## config.mk

```make
export PLATFORM = sky130hd
export DESIGN_NAME = tbp_hash
export DESIGN_NICKNAME = d
export VERILOG_FILES = /design/src/hw/rtl/tbp_pkg.sv /design/src/hw/rtl/tbp_hash.sv
export SDC_FILE = /design/constraint.sdc
export NUM_CORES = 1
export LEC_CHECK = 0
export ABC_CLOCK_PERIOD_IN_PS = 4000
export BUFFER_PORTS_ARGS = -buffer_cell sky130_fd_sc_hd__buf_4
export CORE_ASPECT_RATIO = 0.75
export CORE_MARGIN = 4
export CORE_UTILIZATION = 39
export CTS_CLUSTER_DIAMETER = 200
export DETAILED_ROUTE_END_ITERATION = 12
export GPL_TIMING_DRIVEN = 1
export SLEW_MARGIN = 20
export SYNTH_ARGS = -nofsm -noshare
export SYNTH_HDL_FRONTEND = slang
export SYNTH_SLANG_ARGS = --single-unit
```

## constraint.sdc

```tcl
create_clock -name clk -period 4 [get_ports clk]
set_input_delay 0.4 -clock clk [delete_from_list [all_inputs] [get_ports clk]]
set_output_delay 0.4 -clock clk [all_outputs]
set_load 0.02 [all_outputs]
```

## src/hw/rtl/tbp_pkg.sv

```systemverilog
`timescale 1ns / 1ps
// ----------------------------------------------------------------------------
// tbp_pkg
// Shared constants, types and LFSR and counter helpers of the TAGE branch predictor.
// ----------------------------------------------------------------------------
package tbp_pkg;

	localparam int TABLES    = 6;
	localparam int NTAGGED   = TABLES - 1;
	localparam int ENTRIES   = 4096;
	localparam int IDX_W     = $clog2(ENTRIES);
	localparam int TAG_BITS  = 10;
	localparam int HIST_BITS = 128;
	localparam int LEN_W     = $clog2(HIST_BITS + 1);
	localparam int ADDR_W    = 30;
	localparam int PW_W      = 5;
	localparam int CFG_IDX_W = 2;
	localparam int CFG_DAT_W = 8;
	localparam int TBL_W     = (NTAGGED > 1) ? $clog2(NTAGGED) : 1;
	localparam int CNT_W     = $clog2(NTAGGED + 1);
	localparam logic [15:0] LFSR_SEED = 16'hACE1;

	localparam logic [CFG_IDX_W-1:0] CFG_FIRST_LEN  = 2'd0;
	localparam logic [CFG_IDX_W-1:0] CFG_HIST_RATIO = 2'd1;
	localparam logic [CFG_IDX_W-1:0] CFG_PC_BITS    = 2'd2;
	localparam logic [CFG_IDX_W-1:0] CFG_ALLOC_PROB = 2'd3;

	typedef struct packed {
		logic [TAG_BITS-1:0] tag;
		logic                valid;
		logic [1:0]          ctr;
		logic [1:0]          u;
	} entry_t;

	// One tagged table entry write.
	typedef struct packed {
		logic       we;
		logic [IDX_W-1:0] idx;
		entry_t     data;
	} wr_t;

	function automatic logic [15:0] lfsr_next(input logic [15:0] s);
		logic b;
		b = s[0] ^ s[2] ^ s[3] ^ s[5];
		return {b, s[15:1]};
	endfunction

	function automatic logic [1:0] ctr_upd(input logic [1:0] c, input logic t);
		logic [1:0] r;
		r = c;
		if (t) begin
			if (c != 2'd3) r = c + 2'd1;
		end else begin
			if (c != 2'd0) r = c - 2'd1;
		end
		return r;
	endfunction

endpackage

```

## src/hw/rtl/tbp_hash.sv

```systemverilog
`timescale 1ns / 1ps
// ----------------------------------------------------------------------------
// tbp_hash
// Bit-serial history folder: one history bit per cycle into the folds of every table whose length covers it.
// ----------------------------------------------------------------------------
module tbp_hash (
	input  logic                              clk,
	input  logic                              arst_n,
	input  logic                              start,
	input  logic [tbp_pkg::HIST_BITS-1:0]     hist,
	input  logic [tbp_pkg::LEN_W-1:0]         lens [tbp_pkg::NTAGGED],
	input  logic [tbp_pkg::LEN_W-1:0]         max_len,
	input  logic [tbp_pkg::PW_W-1:0]          pw,
	input  logic [tbp_pkg::ADDR_W-1:0]        pc,
	output logic                              done,
	output logic [tbp_pkg::IDX_W-1:0]         idx [tbp_pkg::NTAGGED],
	output logic [tbp_pkg::TAG_BITS-1:0]      tag [tbp_pkg::NTAGGED]
);
	localparam int TB = tbp_pkg::TAG_BITS;

	logic                      busy_q;
	logic [tbp_pkg::LEN_W-1:0] i_q;
	logic [tbp_pkg::PW_W-1:0]  pi_q;
	logic [$clog2(TB)-1:0]     p1_q;
	logic [$clog2(TB)-1:0]     p2_q;
	logic [tbp_pkg::ADDR_W-1:0] fi_q [tbp_pkg::NTAGGED];
	logic [TB-1:0]             f1_q [tbp_pkg::NTAGGED];
	logic [TB-1:0]             f2_q [tbp_pkg::NTAGGED];
	logic                      hb;

	assign hb = hist[i_q[$clog2(tbp_pkg::HIST_BITS)-1:0]];

	always_ff @(posedge clk or negedge arst_n) begin
		if (!arst_n) begin
			busy_q <= 1'b0;
			done   <= 1'b0;
			i_q    <= '0;
			pi_q   <= '0;
			p1_q   <= '0;
			p2_q   <= '0;
		end else begin
			done <= 1'b0;
			if (start) begin
				busy_q <= 1'b1;
				i_q    <= '0;
				pi_q   <= '0;
				p1_q   <= '0;
				p2_q   <= '0;
				for (int t = 0; t < tbp_pkg::NTAGGED; t++) begin
					fi_q[t] <= '0;
					f1_q[t] <= '0;
					f2_q[t] <= '0;
				end
			end else if (busy_q) begin
				if (i_q == max_len) begin
					busy_q <= 1'b0;
					done   <= 1'b1;
				end else begin
					for (int t = 0; t < tbp_pkg::NTAGGED; t++) begin
						if (i_q < lens[t]) begin
							fi_q[t][pi_q] <= fi_q[t][pi_q] ^ hb;
							f1_q[t][p1_q] <= f1_q[t][p1_q] ^ hb;
							f2_q[t][p2_q] <= f2_q[t][p2_q] ^ hb;
						end
					end
					i_q  <= i_q + 1'b1;
					pi_q <= (pi_q + 1'b1 == pw) ? '0 : pi_q + 1'b1;
					p1_q <= (32'(p1_q) + 1 == TB) ? '0 : p1_q + 1'b1;
					p2_q <= (32'(p2_q) + 1 == TB - 1) ? '0 : p2_q + 1'b1;
				end
			end
		end
	end

	always_comb begin
		for (int t = 0; t < tbp_pkg::NTAGGED; t++) begin
			idx[t] = pc[tbp_pkg::IDX_W-1:0] ^ fi_q[t][tbp_pkg::IDX_W-1:0];
			tag[t] = pc[TB-1:0] ^ f1_q[t] ^ {f2_q[t][TB-2:0], 1'b0};
		end
	end
endmodule

```

; Word-level counts from Yosys, hierarchy flattened
; Memory sizes are Yosys's and may differ from the RTL's.
; Index checks and enable logic that the tools add are counted.
[totals]
register_bits = 23
mem_bits_rw = 250
wordCells = 669
input_bits = 214
memories = 3
[memory_table]
columns = memory, words, word_bits, rd, rd_clocked_by_memory_dff, wr, line_no
row1 = fi_q, 5, 30, 5, 0, 5, tbp_hash.sv:26  ; logic [tbp_pkg::ADDR_W-1:0] fi_q [tbp_pkg::NTAGGED];
row2 = f1_q, 5, 10, 5, 0, 5, tbp_hash.sv:27  ; logic [TB-1:0] f1_q [tbp_pkg::NTAGGED];
row3 = f2_q, 5, 10, 5, 0, 5, tbp_hash.sv:28  ; logic [TB-1:0] f2_q [tbp_pkg::NTAGGED];
[classes]
n_reduce_logical = 11
bitwise = 280
n_lt_le_gt_ge = 12
addsub = 6
muxes = 346
n_eq_ne = 5
[ops]
columns = operator, n
row1 = 1-bit 2-to-1 mux, 297
row2 = 1-bit OR, 250
row3 = 30-bit 2-to-1 mux, 5
row4 = 10-bit 2-to-1 mux, 10
row5 = 10-bit XOR, 10
row6 = 12-bit XOR, 5
row7 = 1-bit binary-select mux with 4-bit select, 10
row8 = 8-bit < comparator, 5
row9 = 4-bit 2-to-1 mux, 8
row10 = 1-bit binary-select mux with 5-bit select, 5
row11 = 8-bit 2-to-1 mux, 3
row12 = 5-bit 2-to-1 mux, 4
row13 = 1-bit XOR, 15
row14 = "4-bit by 1-bit adder with 5-bit output, second input constant", 2
row15 = "5-bit by 4-bit == test with 1-bit output, second input constant", 2
row16 = "4-bit by 5-bit < comparator with 1-bit output, second input constant", 2
row17 = 1-bit logical AND, 9
row18 = "4-bit by 1-bit adder with 4-bit output, second input constant", 2
row19 = "8-bit by 1-bit adder with 8-bit output, second input constant", 1
row20 = 1-bit demux with 4-bit select, 2
row21 = 8-bit == test, 1
row22 = "4-bit by 1-bit >= comparator with 1-bit output, second input constant", 2
row23 = "7-bit by 8-bit < comparator with 1-bit output, second input constant", 1
row24 = 1-bit binary-select mux with 7-bit select, 1
row25 = other kinds (8), 8

; Longest topological paths before layout
; Gate-level depths: netlist (run 1).
[depth]
ltp_word = 8
depth_mapped = 14
depth_no_buf = 10

; Worst setup path before layout (run 1)
; OpenSTA, ideal clock, no wires.
[synth_timing]
kind = reg-to-reg
start = reg pi_q[0] (netlist name)
end = mem fi_q[0][60] (netlist name) (data pin)
setup_slack_ns = 0.436
stages_incl_launch_ff = 15
arrival_ns = 3.222
cell_sequence = dfrtp_1 > buf_2 > buf_2 > buf_2 > inv_1 > ha_1 > clkbuf_1 > clkbuf_1 > a21oi_1 > o21ai_0 > a22oi_1 > nor2_1 > nor4_1 > a41o_1 > nor2_1
[synth_lines]
columns = element, line_no
row1 = from (decl), tbp_hash.sv:23  ; logic [tbp_pkg::PW_W-1:0] pi_q;
row2 = from (signal assigned), tbp_hash.sv:67  ; pi_q <= (pi_q + 1'b1 == pw) ? '0 : pi_q + 1'b1;
row3 = to (decl), tbp_hash.sv:26

==> summary.md, run 1 <==
| Metric | Value |
|---|---|
| Outcome | `complete, no violations` |
| Slew headroom | `a little over a third` |
| Worst min-delay path category | `primary input to register` |
| Die Width | `approximately 250 um` |
| DRC Markers | `0` |
| FMAX | `between 200 and 300 MHz` |
| Tcrit/Tclk final | `between 90 and 100%` |
| Fin nets | `~2,100` |
| Row count | `66` |
| Post-DP HPWL | `a little over 40 mm` |
| Pwr Density | `between 400 and 500 nW/um^2` |
| Critical Path Sink Type | `register` |
| Peak supply drop | `about 0.27 mV` |
| Register area share after synthesis | `a little under half` |
| IO buf count | `306` |
| Clock skew | `0.0245 ns` |
| Post-synth top area share | `a little over two fifths` |
| Final WL | `57.4 mm` |
| Mapped cell area | `roughly 17,000 um^2` |
| Unique masters post-synth | `56` |
| CTS tree | `yes` |
| Final setup vio count | `0` |
| Number of synthesis warnings | `0` |
| I/O pin total | `around 330` |
| Vias per cell | `~5.8` |
| Core area | `approximately 44,000 um^2` |
| Share of cells above drive strength 1 | `26.9%` |
| Critical path type | `register to register` |
| Number of global-route vias before repair | `about 14,000` |
| GP Congestion | `approximately 0.92` |
| Largest net degree at the start of global routing | `about 110` |
| Clock period minus worst slack | `approximately 3.7 ns` |
| Syn_nets | `around 1,800` |
| Sw Ratio | `between 30% and 40%` |
| Slowest stage delay, CP | `roughly 0.64 ns` |
| Worst setup SP type | `register` |
| Yosys reg bits | `~270` |
| Starting Density | `about two fifths` |
| Via count | `about 14,000` |
| PostCTS Resize Cnt | `0` |
| Inserted Clock Buffers | `29` |
| Inserted Diodes | `0` |
| Total Routing Usage GR | `between 20% and 30%` |
| Initial DRC Count | `1,714` |
| Antenna violations before repair | `1` |
| Post-DR wirelength/cell | `23.6 um` |
| Die Ht | `190 um` |
| Syn Area/Cell | `11.0 um^2` |
| Area grow syn2layout | `22.3%` |
| Wire length of the first global-routing pass | `85.7 mm` |
| CP max-delay cell | `nor2_1` |
| Final Hold Violating Endpoints | `0` |
| Count of pins over their slew limit | `0` |
| Synth Flop Type | `edfxtp_1` |
| Combinational group share of total power | `a little under 30%` |
| Max-cap violations | `0` |
| Pleak | `about 8.1 nW` |
| Bufs on Longest Clock Path | `3` |
| Final ANT Viol Nets | `0` |
| CP max FO | `18` |
| Internal | `about 5.9 mW` |
| Clock insertion delay at the later pin of the skew report | `between 0.5 and 0.6 ns` |
| CP Buf/Inv Count | `2` |
| Sequential power share | `a little over two fifths` |
| Async SR Flop Fraction | `under 10%` |
| Sw Pwr | `2.68 mW` |
| GRT overflow | `0` |
| Final instance area | `21,100 um^2` |
| Setup TNS | `0 ns` |
| Worst path required time | `4.38 ns` |
| Pre-antenna DRT Iters | `6` |
| Area leader, netlist | `edfxtp_1` |
| H-tree levels | `1` |
| Area contributors post-synth | `edfxtp_1 (44%), mux4_2 (10%), o21ai_0 (8.6%)` |
| Crit path max-delay family | `compound AO/OA/AOI/OAI gates` |
| Die area | `about 48,000 um^2` |
| RSZ-0062 raised after global routing | `false` |
| CTS root buffer | `clkbuf_16` |
| Worst path arrival time | `4.09 ns` |
| Synth Instances | `between 1,500 and 2,000` |
| CTS sink count | `around 270` |
| Clock power frac | `about 29%` |
| Worst path cell trace | `ha_1, a211oi_1, o21ai_0, a21oi_1, buf_4, a22oi_1, nor2_1, nor4_1, a41o_1, nor2_1, buf_4` |
| Post-CTS Setup Inserts | `0` |
| Worst-path clk slew | `roughly 0.06 ns` |
| Placement Cell Area | `~20,000 um^2` |
| Worst-margin pin slew | `about 0.98 ns` |
| Post-synth EDFFs | `250` |
cell families (layout without fill, tap and decap cells):
group / count (synthesis) / count (layout) / synth area share (%)
adders and majority gates: 49 / 49 / 3.56
buffers and inverters: 194 / 486 / 4.65
and+or+nand+nor: 302 / 302 / 7.97
AOI/OAI and AO/OA: 432 / 432 / 14.0
muxes: 118 / 118 / 12.9
xor gates and xnor gates: 196 / 196 / 9.96
DFF: 273 / 273 / 46.9
cells in the mapped netlist (all sizes together), types with 2 or more instances:
| master | n |
|---|---|
| clkbuf | 116 |
| xnor2 | 113 |
| nor2b | 17 |
| nand4 | 7 |
| a211oi | 7 |
| mux2 | 4 |
| o211ai | 10 |
| a22oi | 16 |
| a221oi | 5 |
| and3 | 3 |
| o22ai | 11 |
| mux2i | 32 |
| o31a | 6 |
| a21oi | 48 |
| o31ai | 2 |
| o21a | 3 |
| or3 | 7 |
| nand3b | 3 |
| edfxtp | 250 |
| a32oi | 2 |
| a21o | 5 |
| nor2 | 67 |
| o2111ai | 2 |
| xor2 | 83 |
| ha | 49 |
| nor4 | 5 |
| o21ai | 295 |
| buf | 20 |
| mux4 | 82 |
| and2 | 13 |
| nor3b | 5 |
| inv | 58 |
| o221ai | 5 |
| dfrtp | 23 |
| nor3 | 13 |
| nand2 | 121 |
| nand3 | 35 |
| nand2b | 4 |
| a31oi | 8 |
state kept, by name, summed over array words and instances (netlist names):
register / flops
fi_q: 150
busy_q: 1
i_q: 8
p1_q: 4
done: 1
p2_q: 4
f2_q: 50
pi_q: 5
f1_q: 50
repair_timing:
| action | CTS | global route |
|---|---|---|
| hold endpoints to repair | 23 | 0 |
| hold buffers | 1 | 0 |
| endpoints found under the setup margin | 0 | 0 |
power groups by stage:
stage	combinational [mW]	sequential, mW	clock (mW)
CTS	2.48	3.64	2.49
finish	2.48	3.63	2.46
global placement	2.44	3.69	0
floorplan	1.55	3.62	0
global route	2.65	3.66	2.61
detailed placement	2.47	3.70	0
placed cells by master, fill, tap and decap left out, drive strengths merged, types with 5 or more instances in the layout:
| master | n |
|---|---|
| a211oi | 7 |
| a21o | 5 |
| a21oi | 48 |
| a221oi | 5 |
| a22oi | 16 |
| a31oi | 8 |
| and2 | 13 |
| buf | 375 |
| clkbuf | 37 |
| clkinv | 14 |
| dfrtp | 23 |
| edfxtp | 250 |
| ha | 49 |
| inv | 59 |
| mux2i | 32 |
| mux4 | 82 |
| nand2 | 121 |
| nand3 | 35 |
| nand4 | 7 |
| nor2 | 67 |
| nor2b | 17 |
| nor3 | 13 |
| nor3b | 5 |
| nor4 | 5 |
| o211ai | 10 |
| o21ai | 295 |
| o221ai | 5 |
| o22ai | 11 |
| o31a | 6 |
| or3 | 7 |
| xnor2 | 113 |
| xor2 | 83 |
worst register-to-register path, cell delays in order, from the launching register on:
cell and delay [ns]:
dfrtp_1 0.61, ha_1 0.31, a211oi_1 0.24, o21ai_0 0.14, a21oi_1 0.35, buf_4 0.25, a22oi_1 0.10, nor2_1 0.14
nor4_1 0.07, a41o_1 0.34, nor2_1 0.64, buf_4 0.35
path summary, 6_finish.rpt:
check	from	endpoint	slack, ns	cells past startpoint
worst min-delay path	start	p1_q[0]	0.21	2
min in group asynchronous	arst_n	done	0.41	3
worst max register to register	i_q[1]	fi_q[0][18]	0.29	11
max in group asynchronous	arst_n	pi_q[0]	3.31	3
worst max-delay path	i_q[1]	fi_q[0][18]	0.29	11
worst min register to register	p2_q[1]	p2_q[1]	0.56	2
layer usage:
| metal | vias up | GRT usage (%) | share of wire [%] |
|---|---|---|---|
| met5 | - | 0 | 0 |
| met4 | 0 | 4.29 | 1.8 |
| met3 | 74 | 4.74 | 9.8 |
| met2 | 752 | 36.5 | 45 |
| met1 | 6902 | 34.0 | 43 |
| li1 | 6310 | - | - |
cell type report:
type / instances / area (um^2)
clock inverter: 15 / 81.3
clock buffer: 37 / 756
sequential: 273 / 8090
tap: 578 / 723
fill: 3977 / 22400
timing repair buffer: 376 / 2860
multi-input combinational: 1097 / 8360
inverter: 58 / 218
stage by stage:
step | hold WS, ns | setup WS (ns) | power, mW | std cells | utilization [%]
floorplan | 0.104 | 0.436 | 5.17 | 1564 | -
CTS | 0.184 | 0.326 | 8.60 | 2434 | 48.4
global route | 0.201 | 0.0521 | 8.92 | 2434 | 48.4
finish | 0.207 | 0.285 | 8.57 | 2434 | 48.4
detailed placement | 0.438 | 0.344 | 6.16 | 2381 | 46.5
global placement | 0.433 | 0.356 | 6.12 | 2381 | 46.5
(Power assumes the default switching activity.)
==> inputs of run 2 (changes only) <==
- SETUP_SLACK_MARGIN: not set -> 0.4
==> summary.md, run 2 (synthesis gave the netlist of run 1 again) <==
| Metric | Value |
|---|---|
| Outcome | `complete, no violations` |
| Pre-antenna DRT Iters | `8` |
| Top reg by flops | `fi_q` |
| Count of pins over their slew limit | `0` |
| FMAX | `287 MHz` |
| Antenna violations before repair | `1` |
| Biggest regs | `fi_q: 150 flops, f1_q: 50 flops, f2_q: 50 flops` |
| GP Congestion | `approximately 0.92` |
| Final instance area | `roughly 21,000 um^2` |
| Via count | `about 14,000` |
| Placement Cell Area | `about 20,000 um^2` |
| Clock skew | `between 0.015 and 0.02 ns` |
| RSZ-0062 raised after global routing | `true` |
| Max reg flops | `150` |
| CTS sink count | `approximately 270` |
| Inserted Clock Buffers | `29` |
| Total Routing Usage GR | `23.3%` |
| Inserted Diodes | `0` |
| Peak supply drop | `roughly 0.27 mV` |
| HP Start | `start` |
| Die Width | `~250 um` |
| Pleak | `slightly above 8 nW` |
| Die area | `47,700 um^2` |
| Worst reg2reg setup slack | `slightly above 0.5 ns` |
| DRC Markers | `0` |
| Worst path required time | `about 4.4 ns` |
| Final Hold Violating Endpoints | `0` |
| Critical Path Sink Type | `register` |
| Dpl cells | `around 2,400` |
| Worst setup SP type | `register` |
| Worst-margin pin slew | `roughly 0.99 ns` |
| Post-DR wirelength/cell | `between 20 and 25 um` |
| WHS Path Cells | `2` |
| Final WL | `around 57 mm` |
| Clock period minus worst slack | `approximately 3.5 ns` |
| GRT overflow | `0` |
| Slew headroom | `34.2%` |
| Max-cap violations | `0` |
| Share of cells above drive strength 1 | `a little over a quarter` |
| Hold slack | `just over 0.2 ns` |
| Post-DP HPWL | `41.5 mm` |
| Worst-path clk slew | `0.06 ns` |
| Clock insertion delay at the later pin of the skew report | `roughly 0.57 ns` |
| Initial DRC Count | `1,629` |
| Most frequent cells in the layout | `buf_4 (371), o21ai_0 (295), edfxtp_1 (250)` |
| I/O pin total | `325` |
| Final ANT Viol Nets | `0` |
| IO buf count | `a little over 300` |
| Worst r2r dst | `fi_q[0][58]` |
| Bufs on Longest Clock Path | `3` |
| Vias per cell | `around 5.8` |
| Row count | `66` |
| Starting Density | `between 30% and 40%` |
| Commonest non-fill, non-tap cell in the layout | `buf_4` |
| Fin util | `between 40% and 50%` |
| Worst min-delay path category | `primary input to register` |
| Layout Cells excl Fill | `about 2,400` |
| Fin nets | `between 2,000 and 2,500` |
| Tcrit/Tclk final | `between 80 and 90%` |
| Worst r2r src | `i_q[3]` |
| H-tree levels | `1` |
| Wire length of the first global-routing pass | `between 80 and 90 mm` |
| Largest net degree at the start of global routing | `roughly 110` |
| Final setup vio count | `0` |
| Setup TNS | `0 ns` |
| Critical path type | `register to register` |
| CTS tree | `yes` |
| CP max FO | `22` |
| Die Ht | `roughly 190 um` |
| CTS root buffer | `clkbuf_16` |
| Cells on worst reg2reg path | `11` |
| Hold EP | `p2_q[2]` |
| Worst path arrival time | `between 3 and 4 ns` |
| Pwr Density | `406 nW/um^2` |
| Number of global-route vias before repair | `13,733` |
| Core area | `around 44,000 um^2` |
| Area grow syn2layout | `22.6%` |
run 2: cell count changes in the layout (fill, tap and decap cells not counted):
cell	delta
nor4_2	+1
dfrtp_1	-2
nor4_1	-1
nor2_1	-3
dfrtp_4	+1
dfrtp_2	+1
buf_4	-1
buf_12	+1
buf_6	+1
nor2_2	+3
run 2: worst max-delay path: stages (launching register included):
cell      delay, ns
dfrtp_1        0.60
ha_1           0.33
a211oi_1       0.19
o21ai_0        0.14
a21oi_1        0.35
buf_4          0.25
a22oi_1        0.10
nor2_1         0.14
nor4_1         0.06
a41o_1         0.36
nor2_2         0.42
buf_4          0.33
run 2: area by class of cell:
cell class / count / area (um^2)
timing repair buffer: 377 / 2890
clock buffer: 37 / 756
inverter: 58 / 218
tap: 578 / 723
sequential: 273 / 8090
multi-input combinational: 1097 / 8370
clock inverter: 15 / 81.3
fill: 3970 / 22400
run 2: layer usage:
metal  up-vias  global-route usage (%)  wire, um
met1      6864                    34.0     24400
met3        80                    4.74      5960
met5         -                       0         0
li1       6309                       -         -
met2       765                    36.5     26000
met4         0                    4.29      1100
run 2: through the flow:
step	power, mW	worst slack, ns
2_1_floorplan	5.17	0.436
3_3_place_gp	6.12	0.356
3_5_place_dp	6.16	0.344
4_1_cts	8.60	0.432
5_1_grt	8.94	0.360
6_report	8.58	0.517
run 2: worst max-delay path by stage:
stage | start | slack [ns] | to
2_1_floorplan | pi_q[0] | 0.44 | fi_q[0][60]
5_1_grt | i_q[3] | 0.36 | fi_q[0][18]
6_report | i_q[3] | 0.52 | fi_q[0][58]
4_1_cts | i_q[0] | 0.43 | fi_q[0][149]
3_5_place_dp | i_q[0] | 0.34 | fi_q[0][49]
3_3_place_gp | i_q[0] | 0.36 | fi_q[0][19]
run 2: timing repair:
action                                  CTS  global route
setup buffers                             0             1
hold endpoints to repair                 23             0
hold buffers                              1             0
endpoints found under the setup margin   65           155
gates cloned                              0             0
resized for setup                         4             4
run 2: power breakdown:
group,internal [mW],leakage (nW),switching (mW)
clock network,1.33,0.415,1.12
registers,3.48,2.72,0.158
logic,1.10,4.96,1.39
total,5.91,8.09,2.68
==> inputs of run 3 (changes only) <==
- RECOVER_POWER: not set -> 25
==> summary.md, run 3 (synthesis gave the netlist of run 1 again) <==
| Metric | Value |
|---|---|
| Outcome | `complete, no violations` |
| I/O pin total | `around 330` |
| Hold slack | `slightly above 0.2 ns` |
| Count of pins over their slew limit | `0` |
| Post-DP HPWL | `approximately 41 mm` |
| Die Ht | `~190 um` |
| Final Hold Violating Endpoints | `0` |
| Top reg by flops | `fi_q` |
| Critical path type | `register to register` |
| CTS sink count | `between 200 and 300` |
| Setup TNS | `0 ns` |
| Antenna violations before repair | `1` |
| GP Congestion | `0.920` |
| Worst-margin pin slew | `around 0.98 ns` |
| Die Width | `roughly 250 um` |
| Inserted Diodes | `0` |
| Clock power frac | `between 20% and 30%` |
| Worst-path clk slew | `about 0.060 ns` |
| Max-cap violations | `0` |
| Combinational group share of total power | `27.7%` |
| Sequential power share | `approximately 43%` |
| CTS root buffer | `clkbuf_16` |
| FMAX | `roughly 290 MHz` |
| Inserted Clock Buffers | `29` |
| Post-DR wirelength/cell | `around 24 um` |
| Pwr Density | `407 nW/um^2` |
| Commonest non-fill, non-tap cell in the layout | `o21ai_0` |
| Worst path required time | `4.38 ns` |
| Clock period minus worst slack | `3.46 ns` |
| GRT overflow | `0` |
| Most frequent cells in the layout | `o21ai_0 (295), buf_4 (258), edfxtp_1 (250)` |
| Number of global-route vias before repair | `between 10,000 and 15,000` |
| Total Routing Usage GR | `a little under a quarter` |
| Slew headroom | `roughly 35%` |
| Starting Density | `between 30% and 40%` |
| Die area | `between 40,000 and 50,000 um^2` |
| Wire length of the first global-routing pass | `between 80 and 90 mm` |
| Final WL | `between 50 and 60 mm` |
| Power, Total | `~8.4 mW` |
| Bufs on Longest Clock Path | `3` |
| IO buf count | `just over 300` |
| Core area | `roughly 44,000 um^2` |
| Fin nets | `between 2,000 and 2,500` |
| Met2 wire len | `25.9 mm` |
| Worst path cell trace | `ha_1, a211oi_1, o21ai_0, a21oi_1, buf_4, a22oi_1, nor2_1, nor4_1, a41o_1, nor2_2, buf_4` |
| Final ANT Viol Nets | `0` |
| Worst Slack Setup Final | `about 0.54 ns` |
| Sw Pwr | `approximately 2.7 mW` |
| Worst path arrival time | `3.84 ns` |
| WL met1 | `24.6 mm` |
| WL met3 | `a little under 6 mm` |
| Area grow syn2layout | `20.1%` |
| Clock skew | `about 0.025 ns` |
| Worst min-delay path category | `primary input to register` |
| Pre-CTS WS | `0.344 ns` |
| Critical Path Sink Type | `register` |
| Via count | `14,014` |
| Clock insertion delay at the later pin of the skew report | `0.57 ns` |
| Worst setup SP type | `register` |
| H-tree levels | `1` |
| Sw Ratio | `31.8%` |
| Vias per cell | `between 5 and 6` |
| CP max-delay cell | `dfrtp_1` |
| CTS tree | `yes` |
| Internal | `~5.7 mW` |
| Slowest stage delay, CP | `around 0.6 ns` |
| Initial DRC Count | `approximately 1,700` |
| Largest net degree at the start of global routing | `~110` |
| Tcrit/Tclk final | `between 80% and 90%` |
| Uppermost layer routed | `met4` |
| Share of cells above drive strength 1 | `21.2%` |
| Peak supply drop | `0.267 mV` |
| CP max FO | `18` |
| Pre-antenna DRT Iters | `6` |
| Final setup vio count | `0` |
| RSZ-0062 raised after global routing | `true` |
| Row count | `66` |
| DRC Markers | `0` |
| Biggest regs | `fi_q: 150 flops, f1_q: 50 flops, f2_q: 50 flops` |
| Pleak | `around 7.7 nW` |
| Max reg flops | `150` |
| CP most frequent cell | `buf_4` |
[run 3: cell count changes in the layout (fill, tap and decap cells not counted)]
cell	previous run	this run
and2_0	0	1
buf_4	371	258
clkbuf_1	8	121
and2_1	13	12
[run 3: power groups by stage]
stage                     Clock, mW  Combinational (mW)  Sequential, mW
after floorplan                   0                1.55            3.62
after global placement            0                2.44            3.69
after detailed placement          0                2.47            3.70
after CTS                      2.49                2.48            3.64
after global routing           2.61                2.51            3.66
final                          2.46                2.33            3.64
[run 3: cell type report]
class	count	area, um^2
Multi-Input combinational cell	1097	8370
Tap cell	578	723
Sequential cell	273	8090
Clock inverter	15	81.3
Clock buffer	37	756
Fill cell	4097	22800
Inverter	58	218
Timing Repair Buffer	377	2460
[run 3: repair_timing]
item / CTS / global route
gates resized for setup: 4 / 4
hold buffers: 1 / 0
setup endpoints to repair: 65 / 155
pin swaps: 0 / 0
buffers inserted: 0 / 1
hold endpoints to repair: 23 / 0
[run 3: path summary, 6_finish.rpt]
check                        start          end  slack (ns)  cells past startpoint
hold reg to reg            p2_q[1]      p2_q[1]        0.56                      2
setup / recovery            i_q[3]  fi_q[0][18]        0.54                     11
min in group asynchronous   arst_n         done        0.45                      3
setup reg to reg            i_q[3]  fi_q[0][18]        0.54                     11
max in group asynchronous   arst_n       i_q[0]        3.27                      3
hold / removal               start      p2_q[2]        0.21                      2
[run 3: through the flow]
stage,cell area [um^2],std cells,util [%]
2_1_floorplan,17200,1564,-
3_3_place_gp,20200,2381,46.5
3_5_place_dp,20200,2381,46.5
4_1_cts,21100,2434,48.5
5_1_grt,20700,2435,47.6
6_report,20700,2435,47.6
[run 3: worst max-delay path, delay by kind of cell (launching register included)]
kind	cells	cell delay, ns
adders and majority gates	1	0.33
DFF	1	0.60
buffers and inverters	2	0.56
AOI/OAI and AO/OA	5	1.13
and+or+nand+nor	3	0.65
[run 3: layer usage]
metal	track usage, %	up-vias
li1	-	6311
met1	34.0	6896
met4	4.29	0
met3	4.74	73
met2	36.5	734
met5	0	-
